[src/hw/rtl/spc_pkg.sv]
`timescale 1ns / 1ps
`default_nettype none
package spc_pkg;

  localparam int POS_BITS   = 12;
  localparam int NUM_FLOORS = 6;
  localparam int TABLE_ROWS = 6;
  localparam int OP_W       = 2;
  localparam int FLOOR_W    = 3;
  localparam int HALF_W     = 16;
  localparam int DWELL_W    = 20;
  localparam int TIMER_W    = 20;
  localparam int CQ_DEPTH   = 4;
  localparam int CQ_AW      = 2;
  localparam int OQ_DEPTH   = 2;
  localparam int OQ_AW      = 1;
  localparam int ADDR_W     = 3;
  localparam int DATA_W     = 32;

  localparam logic [OP_W-1:0] OP_TICK  = 2'd0;
  localparam logic [OP_W-1:0] OP_HOME  = 2'd1;
  localparam logic [OP_W-1:0] OP_MOVE  = 2'd2;
  localparam logic [OP_W-1:0] OP_FLOOR = 2'd3;

  localparam logic REG_HALF_PERIOD = 1'b0;
  localparam logic REG_DWELL       = 1'b1;

  localparam logic [HALF_W-1:0]  HALF_RESET  = 16'd600;
  localparam logic [DWELL_W-1:0] DWELL_RESET = 20'd1000000;

  localparam int FLOOR_TABLE [TABLE_ROWS][2] = '{
    '{1600, 1650}, '{1250, 1300}, '{1020, 1070},
    '{770, 810},   '{500, 550},   '{250, 300}
  };

  typedef logic [POS_BITS-1:0] pos_t;

  typedef enum logic [2:0] {
    K_TICK,
    K_HOME,
    K_MOVE,
    K_FLOOR,
    K_NOFLOOR
  } kind_t;

  typedef struct packed {
    kind_t kind;
    pos_t  tgt_a;
    pos_t  tgt_b;
    logic  sw;
  } cmd_t;

  typedef struct packed {
    logic step;
    logic dir;
    logic en;
    pos_t pos;
    logic busy;
    logic rejected;
  } res_t;

  typedef struct packed {
    logic [HALF_W-1:0]  half_period;
    logic [DWELL_W-1:0] dwell;
  } cfg_t;

  function automatic pos_t floor_target(input logic [FLOOR_W-1:0] fl, input logic second);
    pos_t val;
    val = '0;
    if (int'(fl) < TABLE_ROWS) begin
      val = second ? pos_t'(FLOOR_TABLE[fl][1]) : pos_t'(FLOOR_TABLE[fl][0]);
    end
    return val;
  endfunction

endpackage
`default_nettype wire

[src/hw/rtl/spc_front.sv]
`timescale 1ns / 1ps
`default_nettype none
module spc_front (
  input  wire logic                         clk,
  input  wire logic                         rst,
  input  wire logic                         push,
  output logic                              full,
  input  wire logic [spc_pkg::OP_W-1:0]     op,
  input  wire logic [spc_pkg::POS_BITS-1:0] destination,
  input  wire logic [spc_pkg::FLOOR_W-1:0]  floor,
  input  wire logic                         switch_level,
  output logic                              cmd_valid,
  output spc_pkg::cmd_t                     cmd,
  input  wire logic                         cmd_full
);
  import spc_pkg::*;

  cmd_t decoded;
  logic accept;
  logic moving;

  assign moving = cmd_valid && !cmd_full;
  assign full   = cmd_valid && cmd_full;
  assign accept = push && !full;

  always_comb begin
    decoded       = '0;
    decoded.sw    = switch_level;
    decoded.tgt_a = destination;
    case (op)
      OP_TICK: decoded.kind = K_TICK;
      OP_HOME: decoded.kind = K_HOME;
      OP_MOVE: decoded.kind = K_MOVE;
      OP_FLOOR: begin
        if (int'(floor) < NUM_FLOORS && int'(floor) < TABLE_ROWS) begin
          decoded.kind  = K_FLOOR;
          decoded.tgt_a = floor_target(floor, 1'b0);
          decoded.tgt_b = floor_target(floor, 1'b1);
        end else begin
          decoded.kind = K_NOFLOOR;
        end
      end
      default: decoded.kind = K_TICK;
    endcase
  end

  always_ff @(posedge clk) begin
    if (rst) begin
      cmd_valid <= 1'b0;
    end else if (accept) begin
      cmd_valid <= 1'b1;
    end else if (moving) begin
      cmd_valid <= 1'b0;
    end
  end

  always_ff @(posedge clk) begin
    if (accept) begin
      cmd <= decoded;
    end
  end

endmodule
`default_nettype wire

[src/hw/rtl/spc_cmd_fifo.sv]
`timescale 1ns / 1ps
`default_nettype none
module spc_cmd_fifo (
  input  wire logic          clk,
  input  wire logic          rst,
  input  wire logic          push,
  input  spc_pkg::cmd_t      cmd_in,
  output logic               full,
  input  wire logic          pop,
  output spc_pkg::cmd_t      cmd_out,
  output logic               valid
);
  import spc_pkg::*;

  cmd_t             slots [CQ_DEPTH];
  logic [CQ_AW-1:0] wr_ptr;
  logic [CQ_AW-1:0] rd_ptr;
  logic [CQ_AW:0]   count;
  logic             do_push;
  logic             do_pop;

  assign full    = (count == (CQ_AW+1)'(CQ_DEPTH));
  assign valid   = (count != '0);
  assign do_push = push && !full;
  assign do_pop  = pop && valid;
  assign cmd_out = slots[rd_ptr];

  always_ff @(posedge clk) begin
    if (rst) begin
      wr_ptr <= '0;
      rd_ptr <= '0;
      count  <= '0;
    end else begin
      if (do_push) begin
        wr_ptr <= wr_ptr + 1'b1;
      end
      if (do_pop) begin
        rd_ptr <= rd_ptr + 1'b1;
      end
      if (do_push && !do_pop) begin
        count <= count + 1'b1;
      end else if (do_pop && !do_push) begin
        count <= count - 1'b1;
      end
    end
  end

  always_ff @(posedge clk) begin
    if (do_push) begin
      slots[wr_ptr] <= cmd_in;
    end
  end

endmodule
`default_nettype wire

[src/hw/rtl/spc_back.sv]
`timescale 1ns / 1ps
`default_nettype none
module spc_back (
  input  wire logic     clk,
  input  wire logic     rst,
  input  spc_pkg::cfg_t cfg,
  input  wire logic     cmd_valid,
  input  spc_pkg::cmd_t cmd,
  output logic          cmd_pop,
  output logic          empty,
  input  wire logic     pop,
  output spc_pkg::res_t result
);
  import spc_pkg::*;

  typedef enum logic [1:0] {
    M_IDLE,
    M_HOME,
    M_MOVE,
    M_DWELL
  } mode_t;

  mode_t              mode, mode_next;
  pos_t               cur_pos, cur_pos_next;
  pos_t               target, target_next;
  pos_t               second_tgt, second_tgt_next;
  logic               pending, pending_next;
  logic               phase, phase_next;
  logic [TIMER_W-1:0] timer, timer_next;
  logic               enable, enable_next;
  logic               dir, dir_next;
  logic               rejected;
  res_t               res_next;

  res_t               oq [OQ_DEPTH];
  logic [OQ_AW-1:0]   oq_wr;
  logic [OQ_AW-1:0]   oq_rd;
  logic [OQ_AW:0]     oq_count;
  logic               take;
  logic               out_pop;

  logic [TIMER_W-1:0] half_ext;
  logic [TIMER_W-1:0] dwell_ext;
  logic [TIMER_W-1:0] t_inc;

  assign half_ext  = TIMER_W'(cfg.half_period);
  assign dwell_ext = TIMER_W'(cfg.dwell);
  assign t_inc     = timer + 1'b1;

  assign empty   = (oq_count == '0);
  assign out_pop = pop && !empty;
  assign take    = cmd_valid && ((oq_count != (OQ_AW+1)'(OQ_DEPTH)) || out_pop);
  assign cmd_pop = take;
  assign result  = oq[oq_rd];

  always_comb begin
    logic leg_try;
    logic leg_fail_finish;
    logic finish;
    logic second;
    pos_t stepped;
    mode_next       = mode;
    cur_pos_next    = cur_pos;
    target_next     = target;
    second_tgt_next = second_tgt;
    pending_next    = pending;
    phase_next      = phase;
    timer_next      = timer;
    enable_next     = enable;
    dir_next        = dir;
    rejected        = 1'b0;
    leg_try         = 1'b0;
    leg_fail_finish = 1'b0;
    finish          = 1'b0;
    second          = 1'b0;
    stepped         = dir ? cur_pos + 1'b1 : cur_pos - 1'b1;

    if (cmd.kind == K_TICK) begin
      case (mode)
        M_HOME: begin
          if (t_inc >= half_ext) begin
            timer_next = '0;
            if (phase) begin
              phase_next = 1'b0;
            end else if (!cmd.sw) begin
              cur_pos_next = '0;
              mode_next    = M_IDLE;
            end else begin
              phase_next = 1'b1;
            end
          end else begin
            timer_next = t_inc;
          end
        end
        M_MOVE: begin
          if (t_inc >= half_ext) begin
            timer_next = '0;
            if (phase) begin
              phase_next = 1'b0;
            end else begin
              cur_pos_next = stepped;
              if (stepped == target) begin
                finish = 1'b1;
              end else begin
                phase_next = 1'b1;
              end
            end
          end else begin
            timer_next = t_inc;
          end
        end
        M_DWELL: begin
          if (t_inc >= dwell_ext) begin
            timer_next = '0;
            second     = 1'b1;
          end else begin
            timer_next = t_inc;
          end
        end
        default: begin
        end
      endcase
    end else if (mode != M_IDLE) begin
      rejected = 1'b1;
    end else begin
      case (cmd.kind)
        K_HOME: begin
          enable_next = 1'b1;
          dir_next    = 1'b0;
          if (!cmd.sw) begin
            cur_pos_next = '0;
          end else begin
            mode_next  = M_HOME;
            phase_next = 1'b1;
            timer_next = '0;
          end
        end
        K_MOVE: begin
          target_next  = cmd.tgt_a;
          pending_next = 1'b0;
          leg_try      = 1'b1;
        end
        K_FLOOR: begin
          target_next     = cmd.tgt_a;
          second_tgt_next = cmd.tgt_b;
          pending_next    = 1'b1;
          leg_try         = 1'b1;
          leg_fail_finish = 1'b1;
        end
        default: begin
        end
      endcase
    end

    if (leg_try) begin
      if (target_next != cur_pos_next) begin
        enable_next = 1'b1;
        dir_next    = (target_next > cur_pos_next);
        mode_next   = M_MOVE;
        phase_next  = 1'b1;
        timer_next  = '0;
      end else if (leg_fail_finish) begin
        finish = 1'b1;
      end
    end

    if (finish) begin
      phase_next = 1'b0;
      timer_next = '0;
      if (pending_next) begin
        if (cfg.dwell == '0) begin
          second = 1'b1;
        end else begin
          mode_next = M_DWELL;
        end
      end else begin
        mode_next = M_IDLE;
      end
    end

    if (second) begin
      pending_next = 1'b0;
      target_next  = second_tgt_next;
      if (target_next != cur_pos_next) begin
        enable_next = 1'b1;
        dir_next    = (target_next > cur_pos_next);
        mode_next   = M_MOVE;
        phase_next  = 1'b1;
        timer_next  = '0;
      end else begin
        mode_next = M_IDLE;
      end
    end

    res_next.step     = phase_next;
    res_next.dir      = dir_next;
    res_next.en       = enable_next;
    res_next.pos      = cur_pos_next;
    res_next.busy     = (mode_next != M_IDLE);
    res_next.rejected = rejected;
  end

  always_ff @(posedge clk) begin
    if (rst) begin
      mode       <= M_IDLE;
      cur_pos    <= '0;
      target     <= '0;
      second_tgt <= '0;
      pending    <= 1'b0;
      phase      <= 1'b0;
      timer      <= '0;
      enable     <= 1'b0;
      dir        <= 1'b0;
    end else if (take) begin
      mode       <= mode_next;
      cur_pos    <= cur_pos_next;
      target     <= target_next;
      second_tgt <= second_tgt_next;
      pending    <= pending_next;
      phase      <= phase_next;
      timer      <= timer_next;
      enable     <= enable_next;
      dir        <= dir_next;
    end
  end

  always_ff @(posedge clk) begin
    if (rst) begin
      oq_wr    <= '0;
      oq_rd    <= '0;
      oq_count <= '0;
    end else begin
      if (take) begin
        oq_wr <= oq_wr + 1'b1;
      end
      if (out_pop) begin
        oq_rd <= oq_rd + 1'b1;
      end
      if (take && !out_pop) begin
        oq_count <= oq_count + 1'b1;
      end else if (out_pop && !take) begin
        oq_count <= oq_count - 1'b1;
      end
    end
  end

  always_ff @(posedge clk) begin
    if (take) begin
      oq[oq_wr] <= res_next;
    end
  end

`ifndef NO_ASSERTIONS
  a_oq_bound: assert property (@(posedge clk) disable iff (rst)
    oq_count <= (OQ_AW+1)'(OQ_DEPTH))
    else $error("Result queue holds more entries than it has.");

  a_move_enabled: assert property (@(posedge clk) disable iff (rst)
    (mode == M_MOVE) |-> enable)
    else $error("Motion is running with the driver disabled.");

  a_move_has_goal: assert property (@(posedge clk) disable iff (rst)
    (mode == M_MOVE) |-> (target != cur_pos))
    else $error("Move is active although the target is already reached.");

  a_reject_busy: assert property (@(posedge clk) disable iff (rst)
    (take && rejected) |=> (oq_count != '0) && !$past(mode == M_IDLE))
    else $error("A command was dropped while the controller was idle.");
`endif

endmodule
`default_nettype wire

[src/hw/rtl/stepper_position_controller.sv]
`timescale 1ns / 1ps
`default_nettype none
// Step/direction stepper controller with absolute position tracking.
// The input channel takes one item per transfer (push while full is low): either a
// time tick or a home, move or floor command. Every item produces exactly one result
// transfer on the output channel (pop while empty is low) carrying the step, direction
// and enable levels, the tracked position, the busy flag and the rejected flag.
// An item goes through a decode register, a four-entry command queue and the
// execution stage with its two-entry result queue, in that order. One item per cycle
// is sustained while the receiver keeps popping results, as the execution stage
// takes a new command whenever its result queue has room or is being popped.
// When the receiver stalls, results collect in the result queue, then commands in the
// command queue, and full rises once the decode register also holds an item.
// Reset empties both queues, stops all motion, clears position and enable, and loads
// half_period_ticks = 600 and dwell_ticks = 1000000.
// Registers are written over the APB port at byte addresses 0 and 4; writes are
// expected only while no item is in flight.
module stepper_position_controller (
  input  wire logic                         clk,
  input  wire logic                         rst,
  input  wire logic                         push,
  output logic                              full,
  input  wire logic [spc_pkg::OP_W-1:0]     op,
  input  wire logic [spc_pkg::POS_BITS-1:0] destination,
  input  wire logic [spc_pkg::FLOOR_W-1:0]  floor,
  input  wire logic                         switch_level,
  output logic                              empty,
  input  wire logic                         pop,
  output logic                              step_out,
  output logic                              dir_out,
  output logic                              enable_out,
  output logic [spc_pkg::POS_BITS-1:0]      position,
  output logic                              busy_res,
  output logic                              rejected,
  input  wire logic                         psel,
  input  wire logic                         penable,
  input  wire logic                         pwrite,
  input  wire logic [spc_pkg::ADDR_W-1:0]   paddr,
  input  wire logic [spc_pkg::DATA_W-1:0]   pwdata,
  output logic [spc_pkg::DATA_W-1:0]        prdata,
  output logic                              pready
);
  import spc_pkg::*;

  cfg_t cfg;
  logic cfg_write;
  logic front_valid;
  cmd_t front_cmd;
  logic q_full;
  logic q_valid;
  cmd_t q_cmd;
  logic q_pop;
  res_t res;

  assign pready    = 1'b1;
  assign cfg_write = psel && penable && pwrite && pready;

  always_ff @(posedge clk) begin
    if (rst) begin
      cfg.half_period <= HALF_RESET;
      cfg.dwell       <= DWELL_RESET;
    end else if (cfg_write) begin
      if (paddr[2] == REG_HALF_PERIOD) begin
        cfg.half_period <= pwdata[HALF_W-1:0];
      end else begin
        cfg.dwell <= pwdata[DWELL_W-1:0];
      end
    end
  end

  always_comb begin
    if (paddr[2] == REG_DWELL) begin
      prdata = DATA_W'(cfg.dwell);
    end else begin
      prdata = DATA_W'(cfg.half_period);
    end
  end

  spc_front u_front (
    .clk          (clk),
    .rst          (rst),
    .push         (push),
    .full         (full),
    .op           (op),
    .destination  (destination),
    .floor        (floor),
    .switch_level (switch_level),
    .cmd_valid    (front_valid),
    .cmd          (front_cmd),
    .cmd_full     (q_full)
  );

  spc_cmd_fifo u_fifo (
    .clk     (clk),
    .rst     (rst),
    .push    (front_valid),
    .cmd_in  (front_cmd),
    .full    (q_full),
    .pop     (q_pop),
    .cmd_out (q_cmd),
    .valid   (q_valid)
  );

  spc_back u_back (
    .clk       (clk),
    .rst       (rst),
    .cfg       (cfg),
    .cmd_valid (q_valid),
    .cmd       (q_cmd),
    .cmd_pop   (q_pop),
    .empty     (empty),
    .pop       (pop),
    .result    (res)
  );

  assign step_out   = res.step;
  assign dir_out    = res.dir;
  assign enable_out = res.en;
  assign position   = res.pos;
  assign busy_res   = res.busy;
  assign rejected   = res.rejected;

endmodule
`default_nettype wire

[config.mk]
export PLATFORM = sky130hd
export DESIGN_NAME = stepper_position_controller
export DESIGN_NICKNAME = d
export VERILOG_FILES = /design/src/hw/rtl/spc_pkg.sv /design/src/hw/rtl/spc_front.sv /design/src/hw/rtl/spc_cmd_fifo.sv /design/src/hw/rtl/spc_back.sv /design/src/hw/rtl/stepper_position_controller.sv
export SDC_FILE = /design/constraint.sdc
export NUM_CORES = 1
export LEC_CHECK = 0
export BUFFER_PORTS_ARGS = -buffer_cell sky130_fd_sc_hd__buf_2
export CORE_UTILIZATION = 61
export DETAILED_ROUTE_END_ITERATION = 10
export PLACE_DENSITY_LB_ADDON = 0.1
export REMOVE_ABC_BUFFERS = 1
export SYNTH_ARGS = -nofsm -noshare
export SYNTH_HDL_FRONTEND = slang
export SYNTH_HIERARCHICAL = 1
export SYNTH_SLANG_ARGS = --single-unit
[constraint.sdc]
create_clock -name clk -period 7.8 [get_ports clk]
set_clock_uncertainty 0.2 [all_clocks]
set_input_delay 0 -clock clk [delete_from_list [all_inputs] [get_ports clk]]
set_output_delay 0 -clock clk [all_outputs]
set_load 0.05 [all_outputs]
==> results.yml <==
placement:
  dp_hpwl_um: 22550
  port_buffers: 84
  gp_congestion: 0.9145
  dp.cells: 1672
final_layout:
  drive_above_1_share_pct: 16.09
  fillCellCount: 1634
  final_common_cell: "edfxtp_1"
  n_antenna_cell: 0
  stdcell_count: 1792
  layout_common_cells: "edfxtp_1 (171), dfxtp_1 (112), nor2_1 (111)"
  area_growth_pct: 15.16
  nets: 1597
timing:
  rsz0062_at_grt: "false"
  whs_ns: 0.05387
  fmax_mhz: 140.4
  setup_violations: 0
  hold_violations: 0
  worst_slew_pin_slew_ns: 1.194
  relSlewSlack_pct: 19.33
  post-route-period-util_pct: 91.31
  fin_tns_setup_ns: 0
  layout_min_cycle_time_ns: 7.122
  slew_violations: 0
cts:
  cts_repair_resize_count: 0
  cts_tree: "done"
  clk_latency_ns: 0.57
  clk_path_buf_depth: 3
  cts-root-buf: "clkbuf_16"
  cts_max_level: 1
  cts_made_buffers: 30
  cts_setup_buffers: 0
  numClockSinks: 284
  cts.clk_slew.worst_paths_ns: 0.06
synthesis:
  ys_top_cells_by_area: "edfxtp_1 (34%), dfxtp_1 (15%), ha_1 (7.2%), mux2_2 (3.5%), mux4_2 (3.0%)"
  netlist_area_um2: 14920
  synth_edf_count: 171
  synthArstFlopShare_pct: 0
  syn_area_per_cell_um2: 11.39
  yosys_warnings: 6
  synth-seq-cells: 284
  synth.distinct_cells: 85
  yosysSeqAreaShare_pct: 49.57
  ys.flop_type: "edfxtp_1"
  yosys.area.top_type: "edfxtp_1"
  synth_top_area_share_pct: 34.41
  synth_cells: 1310
floorplanning:
  pin_count: 112
  chipHeight_um: 158.4
  die_area_um2: 25090
  die_width_um: 158.4
  start_util_pct: 62.82
  core.rowCount: 56
  coreArea_um2: 23750
grt:
  grt_pass1_wl_um: 52270
  overflow: 0
  grt_max_degree: 112
  track_usage_pct: 26.80
  grt_pass1_vias: 10030
  antenna_found_initial: 0
drt:
  drt-total-wl_um: 32800
  drt-initial-drc-count: 844
  drc_errors: 0
  firstDrtPassIters: 5
  final_antenna_net_count: 0
  drt-wirelength-per-cell_um: 18.30
  viasPerCell: 5.860
  via_count: 10500
min_path:
  min_from: "push"
  hold_path.class: "in -> reg"
  holdPathStages: 4
  worstHoldEndpoint: "u_front/cmd_valid"
critical_path:
  crit_arrival_ns: 7.40
  regToRegStartpoint: "u_back/timer[0]"
  crit_path_end_kind: "flip-flop"
  start_kind: "flip-flop"
  crit_type: "reg -> reg"
  ff2ff_setup_slack_ns: 0.68
  cp_max_fo: 15
  required_ns: 8.08
  rr_endpoint: "u_back/timer[0]"
  r2r_cells: 24
run:
  cap_violations: 0
run_status:
  status: "finished, final reports clean"
power:
  power_per_cell_area_nw_per_um2: 292.9
  vdd_drop_max_uv: 238.9
  p_leak_nw: 6.852
==> final cells by class <==
cell class,count,area [um^2],share of cell area (%)
Timing Repair Buffer,162,1169,6.801
Multi-Input combinational cell,900,6892,40.10
Clock buffer,37,787.0,4.580
Clock inverter,19,272.8,1.587
Sequential cell,284,7398,43.05
Tap cell,319,399.1,2.323
Inverter,71,266.5,1.551
==> flip-flops by register name, indices dropped and copies added, names as in the netlist, 2 cells and up, named ones only <==
signal / count
u_back/timer: 20
u_back/oq: 34
u_back/cur_pos: 12
u_fifo/wr_ptr: 2
u_fifo/slots: 112
u_back/second_tgt: 12
u_front/cmd: 25
cfg: 36
u_fifo/count: 3
u_back/mode: 2
u_back/oq_count: 2
u_fifo/rd_ptr: 2
u_back/target: 12
==> cells in the mapped netlist, types with 7 or more instances <==
library cell,count
a211oi_1,7
a21o_1,13
a21oi_1,39
a22o_1,23
a22oi_1,9
and2_1,22
and3_1,7
buf_1,7
buf_2,10
buf_4,20
clkbuf_1,23
dfxtp_1,113
edfxtp_1,171
ha_1,86
inv_1,71
mux2_2,46
mux2i_1,43
mux4_1,8
mux4_2,20
nand2_1,93
nand2b_1,46
nand3_1,27
nand3b_1,13
nand4_1,12
nor2_1,111
nor2b_1,9
nor3_1,32
o2111ai_1,7
o211ai_1,25
o21ai_0,40
or3_1,15
xnor2_1,24
xor2_1,16
==> per-stage QoR <==
step           instance area [um^2]  total power [mW]  util (%)  worst slack [ns]
4_1_cts                       17180             5.053     72.35            0.8079
5_1_grt                       17180             5.300     72.35            0.2315
6_report                      17180             5.033     72.35            0.6781
3_5_place_dp                  15480             3.504     65.19            0.8728
3_3_place_gp                  15480             3.454     65.19            0.9756
2_1_floorplan                 14550             3.065         -             1.681
==> repair_timing <==
action / 4_1_cts / 5_1_grt
hold buffers: 64 / 0
endpoints found under the hold margin: 126 / 0
endpoints found under the setup margin: 0 / 0
==> layer usage <==
layer  share of wire (%)  wire length (um)  global-route usage (%)  up-vias
met3                 5.0              1646                   3.348       52
met1                  47             15310                   38.21     5081
li1                    -                 -                       -     5081
met2                  46             15230                   43.13      288
met5                   0                 0                       0        -
met4                 1.9               616                   7.463        0
==> report_power, final <==
| part | internal (mW) | total, mW | switching [mW] |
|---|---|---|---|
| Combinational | 0.585 | 1.59 | 1.01 |
| Sequential | 1.80 | 1.93 | 0.123 |
| Clock | 0.918 | 1.51 | 0.595 |
==> critical path, cell delays in order (launching register included) <==
cell	delay [ns]
dfxtp_1	0.42
ha_1	0.23
nand3_1	0.19
nor2_1	0.41
and3_1	0.28
nand3_1	0.10
xnor2_1	0.33
ha_1	0.30
nand2_1	0.07
nor2_1	0.06
o21a_1	0.14
o31a_1	0.16
a2111o_1	0.48
a22o_1	0.27
nand3_1	0.42
a22oi_1	0.29
ha_1	0.36
nand4_1	0.11
or3_1	0.35
o21bai_1	0.17
buf_4	0.17
o21ai_0	0.13
a2111oi_0	0.57
a21o_1	0.58
mux2_2	0.26
==> worst max-delay path by stage <==
stage                         start               to  slack [ns]  cells past startpoint
floorplan                 flip-flop  u_back/timer[0]        1.68                     13
global placement    u_back/timer[0]  u_back/timer[0]        0.98                     24
detailed placement  u_back/timer[0]  u_back/timer[0]        0.87                     24
CTS                 u_back/timer[0]  u_back/timer[0]        0.81                     24
global route        u_back/timer[0]  u_back/timer[0]        0.23                     24
finish              u_back/timer[0]  u_back/timer[0]        0.68                     24
==> cell families after synthesis <==
family	Yosys count	synth area share, %
buf+inv	139	4.603
other cells	3	0.07546
mux	119	10.98
xor+xnor	43	2.801
fa+ha+maj	88	7.479
compound gates	212	10.09
simple gates	422	14.40
flops	284	49.57
Power figures use the tool's default switching activity.
